**config.mk**
```make
export PLATFORM = sky130hd
export DESIGN_NAME = ssiq_cell
export DESIGN_NICKNAME = d
export VERILOG_FILES = /design/src/rtl/assert_macros.svh /design/src/rtl/ssiq_pkg.sv /design/src/rtl/ssiq_cell.sv
export SDC_FILE = /design/constraint.sdc
export NUM_CORES = 1
export LEC_CHECK = 0
export ABC_CLOCK_PERIOD_IN_PS = 7400
export BUFFER_PORTS_ARGS = -buffer_cell sky130_fd_sc_hd__buf_2
export CELL_PAD_IN_SITES_DETAIL_PLACEMENT = 1
export CELL_PAD_IN_SITES_GLOBAL_PLACEMENT = 1
export CORE_UTILIZATION = 36
export CTS_CLUSTER_SIZE = 25
export DETAILED_ROUTE_END_ITERATION = 12
export GPL_TIMING_DRIVEN = 1
export PLACE_DENSITY_LB_ADDON = 0.1
export SLEW_MARGIN = 25
export SYNTH_ARGS = -nofsm -noshare
export SYNTH_HDL_FRONTEND = slang
export SYNTH_SLANG_ARGS = --single-unit
```
**constraint.sdc**
```tcl
create_clock -name clock -period 7.4 [get_ports clock]
set_input_delay 1.48 -clock clock [delete_from_list [all_inputs] [get_ports clock]]
set_output_delay 1.48 -clock clock [all_outputs]
set_load 0.02 [all_outputs]
```
**src/rtl/assert_macros.svh**
```systemverilog
// Assertion macros shared by the RTL that checks itself
`ifndef ASSERT_MACROS_SVH
`define ASSERT_MACROS_SVH

// Check a property on every rising clock edge outside reset
`define ASSERT_CLK(label, clk, rst, prop) \
   label: assert property (@(posedge clk) disable iff (rst) (prop)) \
      else $error("assertion failed");

// Check that an antecedent implies a consequent in the same cycle
`define ASSERT_IMPL(label, clk, rst, ante, cons) \
   label: assert property (@(posedge clk) disable iff (rst) (ante) |-> (cons)) \
      else $error("implication failed");

`endif

```
**src/rtl/ssiq_pkg.sv**
```systemverilog
// Types and constants of the sorted set block
package ssiq_pkg;

   localparam int VALUE_W = 32;
   localparam int SIZE_W  = 7;

   localparam logic [1:0] OP_CLEAR  = 2'd0;
   localparam logic [1:0] OP_INSERT = 2'd1;
   localparam logic [1:0] OP_QUERY  = 2'd2;

   localparam logic [1:0] ST_DONE = 2'd0;
   localparam logic [1:0] ST_DUP  = 2'd1;
   localparam logic [1:0] ST_FULL = 2'd2;

   typedef enum logic [2:0] {
      S_IDLE    = 3'b001,
      S_COMPARE = 3'b010,
      S_UPDATE  = 3'b100
   } state_type;

   // control broadcast from the sequencer to every cell
   typedef struct packed {
      logic compare;
      logic insert;
   } cell_ctrl_type;

endpackage

```
**src/rtl/ssiq_cell.sv**
```systemverilog
// One cell of the sorted chain: holds one entry and its compare flags
module ssiq_cell
   import ssiq_pkg::*;
#(
   parameter int CW    = 7,
   parameter int INDEX = 0
) (
   input  logic                      clock,
   input  logic                      reset,
   input  cell_ctrl_type             ctrl,
   input  logic signed [VALUE_W-1:0] value,
   input  logic [CW-1:0]             count,
   input  logic signed [VALUE_W-1:0] left_entry,
   input  logic                      left_gt,
   output logic signed [VALUE_W-1:0] entry,
   output logic                      gt,
   output logic                      eq
);

   logic signed [VALUE_W-1:0] entry_ff, entry_in;
   logic                      gt_ff, gt_in;
   logic                      eq_ff, eq_in;
   logic                      occupied;
   logic                      at_end;

   assign occupied = count > CW'(INDEX);
   assign at_end   = count == CW'(INDEX);

   always_comb begin
      gt_in    = gt_ff;
      eq_in    = eq_ff;
      entry_in = entry_ff;
      if (ctrl.compare) begin
         gt_in = occupied && (entry_ff > value);
         eq_in = occupied && (entry_ff == value);
      end
      if (ctrl.insert) begin
         // shift up from the left neighbour, or take the new value at its place
         if (left_gt) begin
            entry_in = left_entry;
         end else if (gt_ff || at_end) begin
            entry_in = value;
         end
      end
   end

   always_ff @(posedge clock) begin
      if (reset) begin
         gt_ff <= 1'b0;
         eq_ff <= 1'b0;
      end else begin
         gt_ff <= gt_in;
         eq_ff <= eq_in;
      end
      entry_ff <= entry_in;
   end

   assign entry = entry_ff;
   assign gt    = gt_ff;
   assign eq    = eq_ff;

endmodule

```
* After elaboration in Yosys (flattened, before gate mapping)
Index checks and enable logic that the tools add are counted.
** Cells by class
- $lt $le $gt $ge :: 2
- Equality and inequality tests :: 1
- Multiplexer cells :: 2
- Reductions and logical operators :: 6
** Operators by type and width (count)
- $mux 32 :: 2
- $eq 32x32->1 :: 1
- $gt 32x32->1 :: 1
- $gt 7x1->1 const B :: 1
- $logic_not 7->1 :: 1
- $logic_and 1x1->1 :: 2
- $reduce_and 2->1 :: 1
- $reduce_bool 2->1 :: 1
- $logic_or 1x1->1 :: 1
** Storage, ports and cells
- Register bits :: 34
- Bits of input ports :: 76
- Word-level logic and storage cells :: 14

* Logic depth before layout (Yosys ltp)
Gate-level depths: netlist (run 1).
- Depth in word-level cells :: 4
- Depth in mapped cells :: 8

* Least setup slack after synthesis (run 1)
Ideal clock, no wire load.
- Path type :: input port to flip-flop
- Start point :: in value[31]
- End point :: reg gt_ff (netlist: gt)
- Library setup time :: 0.127 ns
- Data arrival time :: 3.681 ns
- Required time :: 7.273 ns
- Slack :: 3.591 ns
- Stages on the path :: 8
- Buffers on the path :: 0
- Cells stage by stage :: inv_1 -> ha_1 -> nand4_2 -> or4_1 -> or4_4 -> and3_1 -> a21oi_1 -> or3b_1
** Between the ends
- Word-level cells in the longest chain between the ends :: 2
** Ends and longest elaborated chain
- start: declaration :: RTL line ssiq_cell.sv:11 : input logic signed [VALUE_W-1:0] value,
- $gt 32x32->1 :: RTL line ssiq_cell.sv:34 : gt_in = occupied && (entry_ff > value);
- $logic_and 1x1->1 :: RTL line ssiq_cell.sv:34
- end signal: assignment :: RTL line ssiq_cell.sv:52 : gt_ff <= gt_in;
- end: declaration :: RTL line ssiq_cell.sv:21 : logic gt_ff, gt_in;
No other way between the ends.
A chain may end at the register's enable or synchronous reset.

* Final worst setup path (run 1)
Same ends and word-level chain as after synthesis.

==> results of run 1 <==
[path summary, 6_finish.rpt]
check             from  slack (ns)  endpoint
max reg2reg  entry[31]        4.52        gt
max          value[31]        3.64        gt
min                 eq        0.51        eq
min reg2reg         eq        0.51        eq
[metrics by stage]
step           instance area (sq um)  utilization  total power, uW  hold slack, ns
6_report                        2900        0.490              481           0.513
5_1_grt                         2900        0.490              507           0.549
4_1_cts                         2900        0.490              486           0.522
3_5_place_dp                    2820        0.476              355           0.503
3_3_place_gp                    2820        0.476              351           0.474
2_1_floorplan                   2200            -              306           0.579
[metal layers]
layer | share of wire | GRT usage | routed length (um)
met5 | 0 | 0 | 0
met4 | 0.0072 | 0.0536 | 40
met3 | 0.059 | 0.0420 | 332
met2 | 0.50 | 0.333 | 2790
met1 | 0.43 | 0.207 | 2430
[registers in the layout (all words and copies together) (netlist names)]
name,flops
eq,1
gt,1
entry,32
[cells in the mapped netlist (2+ instances only)]
cell      count
nand2_1      38
o21ai_0      34
edfxtp_1     32
ha_1         32
inv_1        32
a21oi_1      14
nand4_1       7
clkbuf_1      6
nor2_1        5
a211oi_1      3
nand3_1       3
dfxtp_1       2
nor3_1        2
nor3b_1       2
nor4_1        2
o211ai_1      2
or4_1         2
[kinds of logic (layout without fill, tap and decap cells)]
group / Yosys count / count (layout) / share of synthesized area
compound gates: 57 / 57 / 0.141
flops: 34 / 34 / 0.454
simple gates: 67 / 67 / 0.147
fa+ha+maj: 32 / 32 / 0.182
buf+inv: 39 / 149 / 0.0664
mux: 2 / 2 / 0.00965
[placed cells by master (no fill, tap or decap), drive strengths merged, types with 3 or more instances in the layout]
cell type,netlist,final
a211oi,3,3
a21oi,14,14
buf,1,109
clkbuf,6,5
clkinv,0,3
edfxtp,32,32
ha,32,32
inv,32,32
nand2,38,38
nand3,3,3
nand4,8,8
nor2,5,5
o21ai,34,34
or4,3,3
[layout make-up]
class | instances | area (sq um) | area share
clock buffers | 5 | 68.8 | 0.0237
clock inverters | 3 | 11.3 | 0.00388
inverters | 32 | 120 | 0.0414
multi-input cells | 158 | 1060 | 0.365
flip-flops and latches | 34 | 1000 | 0.345
repair buffers | 109 | 548 | 0.189
well taps | 75 | 93.8 | 0.0323
[power breakdown]
group          switching [uW]  internal (uW)
registers                6.57            228
logic                    67.4           47.1
clock network            69.0           62.9
total                     143            338
[tightest hold or removal path, stage by stage (launching register included)]
cell	delay (ns)
dfxtp_1	0.33
mux2i_1	0.06
nor2_1	0.08
==> flow_summary.json, run 1 <==
{
  "grt_max_degree": 65,
  "r2r_cells": 7,
  "status": "completed",
  "synth_cell_types": 30,
  "startpoint_type": "primary input",
  "drt_pass1_iterations": 4,
  "instances_no_fill": 416,
  "synth_edf_count": 32,
  "finalSetupViolations": 0,
  "end_kind": "register",
  "root_buffer": "clkbuf_8",
  "dieArea_sq_um": 6440,
  "fin_skew_ns": 0.00508,
  "synth_area_leaders": "edfxtp_1 44%, ha_1 18%, o21ai_0 7.7%, nand2_1 6.5%, inv_1 5.4%",
  "overflow": 0,
  "fp.coreArea_sq_um": 5920,
  "path_clk_slew_ns": 0.07,
  "postLayoutSetupSlackWorst_ns": 3.64,
  "routed_wl_um": 5590,
  "viasPerCell": 4.99,
  "postCtsHoldBufs": 0,
  "dp_hpwl_um": 4470,
  "postRouteAntennaNets": 0,
  "peakVddDrop_mv": 0.0895,
  "drc": 0,
  "cts_resized": 0,
  "nets": 448,
  "grtUsageTotal": 0.181,
  "port_buffers": 109,
  "clockBufferDepth": 2,
  "p_leak_uw": 0.00145,
  "required_ns": 7.56,
  "grt_pass1_vias": 2078,
  "cts_num_sinks": 34,
  "hold_class": "register to register",
  "fp.dieW_um": 80.3,
  "crit_chain": "buf_2, inv_1, ha_1, nand4_2, or4_1, or4_4, and3_1, a21oi_1, or3b_1",
  "cts_setup_buffers": 0,
  "layout-drive-gt1-share": 0.349,
  "path_depth": 9,
  "relSlewSlack": 0.432,
  "start_util": 0.372,
  "ys.warnings.count": 0,
  "synth_top_area_share": 0.436,
  "async_flop_share": 0,
  "cts_tree": "built",
  "antenna_found_initial": 0,
  "vias": 2075,
  "dominantRegCellSynth": "edfxtp_1",
  "io-pin-count": 110,
  "fin_crit_sh": 0.508,
  "power_density_nw_per_um2": 166,
  "ys_seq_area_frac": 0.454,
  "crit_type": "primary input to register",
  "dp.cells": 408,
  "clk_latency_ns": 0.28,
  "first_iter_violations": 44,
  "area_growth_syn_to_layout_pct": 31.6,
  "critPathMaxFanout": 5,
  "holdPathStages": 2,
  "syn_nets": 339,
  "cts_htree_levels": 2,
  "wire_per_inst_um": 13.4,
  "insertedDiodeCount": 0,
  "cp_slowest_cell": "or4_1",
  "drv_cap": 0,
  "path_buf_inv": 2,
  "place_ws_ns": 3.36,
  "fill_cells": 756,
  "gp_congestion": 0.667,
  "fin_tns_setup_ns": 0,
  "numCtsBuffers": 5,
  "worst_slew_pin_slew_ns": 0.852,
  "hold_viol_final": 0,
  "worstPathArrival_ns": 3.92,
  "critPathTopFamily": "simple AND/OR/NAND/NOR gates",
  "drv_slew": 0,
  "synth_top_area_cell": "edfxtp_1",
  "max_freq_ghz": 0.266,
  "syn_area_per_cell_sq_um": 9.54,
  "grt_setup_unrepaired": "false",
  "grt_pass1_wl_um": 9040,
  "syn_area_sq_um": 2200,
  "synthCells": 231,
  "slowest_delay_ns": 0.56,
  "ys_seq_elements": 34,
  "rows": 28,
  "die_h_um": 80.3,
  "period_minus_slack_ns": 3.76
}
No activity file was read; power rests on OpenSTA's default activity.
==> run 2, diff against run 1 <==
- ABC_CLOCK_PERIOD_IN_PS: 7400 -> 3270
- CORE_UTILIZATION: 36 -> 30
- clock period: 7.4 -> 3.27 ns (I/O delays scaled with it)
==> run 2 against run 1 <==
Effect of this change: sequential share of layout area fell by 0.77 points; via count fell by 1.3%; combinational power rose by 130%; sequential power rose by 130%; first-iteration DRC count fell by 50%; core utilization fell by 6.3 points; clock-buffer cell count did not move; routed wire length rose by 0.38%; clock skew fell by 0.0011 ns; die area rose by 19%; flip-flop and latch count did not move.
==> flow_summary.json, run 2 (same netlist as run 1, synthesis figures left out) <==
{
  "status": "completed",
  "grt_pass1_vias": 2083,
  "rows": 30,
  "routed_wl_um": 5610,
  "fin_skew_ns": 0.00396,
  "relSlewSlack": 0.656,
  "cts_setup_buffers": 0,
  "end_kind": "register",
  "period_minus_slack_ns": 2.86,
  "die_h_um": 87.7,
  "fp.coreArea_sq_um": 6940,
  "start_util": 0.317,
  "antenna_found_initial": 0,
  "cts_resized": 0,
  "viasPerCell": 4.65,
  "fin_tns_setup_ns": 0,
  "dp.cells": 433,
  "first_iter_violations": 22,
  "io-pin-count": 110,
  "drv_slew": 0,
  "port_buffers": 109,
  "postRouteAntennaNets": 0,
  "area_growth_syn_to_layout_pct": 34.6,
  "vias": 2049,
  "clk_latency_ns": 0.28,
  "drt_pass1_iterations": 4,
  "worst_slew_pin_slew_ns": 0.516,
  "dp_hpwl_um": 4520,
  "timing.rr.start": "entry[27]",
  "grtUsageTotal": 0.157,
  "critPathMaxFanout": 4,
  "path_clk_slew_ns": 0.07,
  "max_freq_ghz": 0.350,
  "dieArea_sq_um": 7700,
  "hold_viol_final": 0,
  "wire_per_inst_um": 12.7,
  "root_buffer": "clkbuf_8",
  "drc": 0,
  "critPathTopFamily": "simple AND/OR/NAND/NOR gates",
  "overflow": 0,
  "fp.dieW_um": 87.7,
  "layout-drive-gt1-share": 0.357,
  "nets": 452,
  "path_buf_inv": 2,
  "worstPathArrival_ns": 3.03,
  "power_density_nw_per_um2": 367,
  "grt_max_degree": 34,
  "instances_no_fill": 441,
  "largest_reg_flops": 32,
  "crit_start": "value[27]",
  "fill_cells": 860,
  "drv_cap": 0,
  "insertedDiodeCount": 0,
  "final_common_cell": "buf_2",
  "crit_type": "primary input to register",
  "cts_htree_levels": 2,
  "final_core_util": 0.427,
  "min-delay-start": "eq",
  "finalSetupViolations": 0,
  "startpoint_type": "primary input",
  "cts_tree": "built",
  "gp_congestion": 0.692,
  "postCtsHoldBufs": 0,
  "cts_num_sinks": 34,
  "numCtsBuffers": 5,
  "grt_setup_unrepaired": "false",
  "slowest_delay_ns": 0.55,
  "required_ns": 3.44,
  "cp_slowest_cell": "or4_1",
  "fin_crit_sh": 0.874,
  "hold_class": "register to register",
  "clockBufferDepth": 2,
  "final_cell_mix": "109 x buf_2, 38 x nand2_1, 34 x o21ai_0",
  "crit_chain": "buf_2, inv_1, ha_1, nand4_1, or4_1, or4_4, and3_1, a21oi_1, or3b_1",
  "p_leak_uw": 0.00147,
  "grt_pass1_wl_um": 9230,
  "peakVddDrop_mv": 0.137
}
-- run 2: worst min-delay path: stages, from the launching register on --
cell and delay (ns):
dfxtp_1 0.33, mux2i_1 0.06, nor2_1 0.07
-- run 2: metal layers --
layer  GRT usage  up-vias  part of all wire
li1            -     1049                 -
met1       0.195      921              0.45
met2       0.266       73              0.48
met3      0.0320        6             0.056
met4      0.0626        0             0.012
met5           0        -                 0
-- run 2: path summary, 6_finish.rpt --
kind | depth (start not counted) | end | slack, ns
min | 2 | eq | 0.50
max | 9 | gt | 0.41
max reg2reg | 7 | gt | 0.46
min reg2reg | 2 | eq | 0.50
-- run 2: power breakdown --
| part | switching, uW | total [uW] | internal [uW] |
|---|---|---|---|
| sequential | 15.1 | 530 | 515 |
| combinational | 152 | 264 | 112 |
| clock | 153 | 295 | 142 |
-- run 2: per-stage QoR --
stage	hold WS, ns	setup WS (ns)	cell area (sq um)	power [uW]
3_5_place_dp	0.496	0.0934	2890	809
5_1_grt	0.538	0.238	2970	1160
4_1_cts	0.513	0.402	2970	1110
2_1_floorplan	0.579	0.287	2200	693
6_report	0.498	0.411	2970	1090
3_3_place_gp	0.475	0.136	2890	803
-- run 2: area by class of cell --
type                            count  area (sq um)  area share
Clock buffer                        5          68.8      0.0232
Multi-Input combinational cell    158          1060       0.357
Tap cell                           96           120      0.0405
Timing Repair Buffer              113           588       0.198
Sequential cell                    34          1000       0.337
Inverter                           32           120      0.0405
Clock inverter                      3          11.3     0.00379
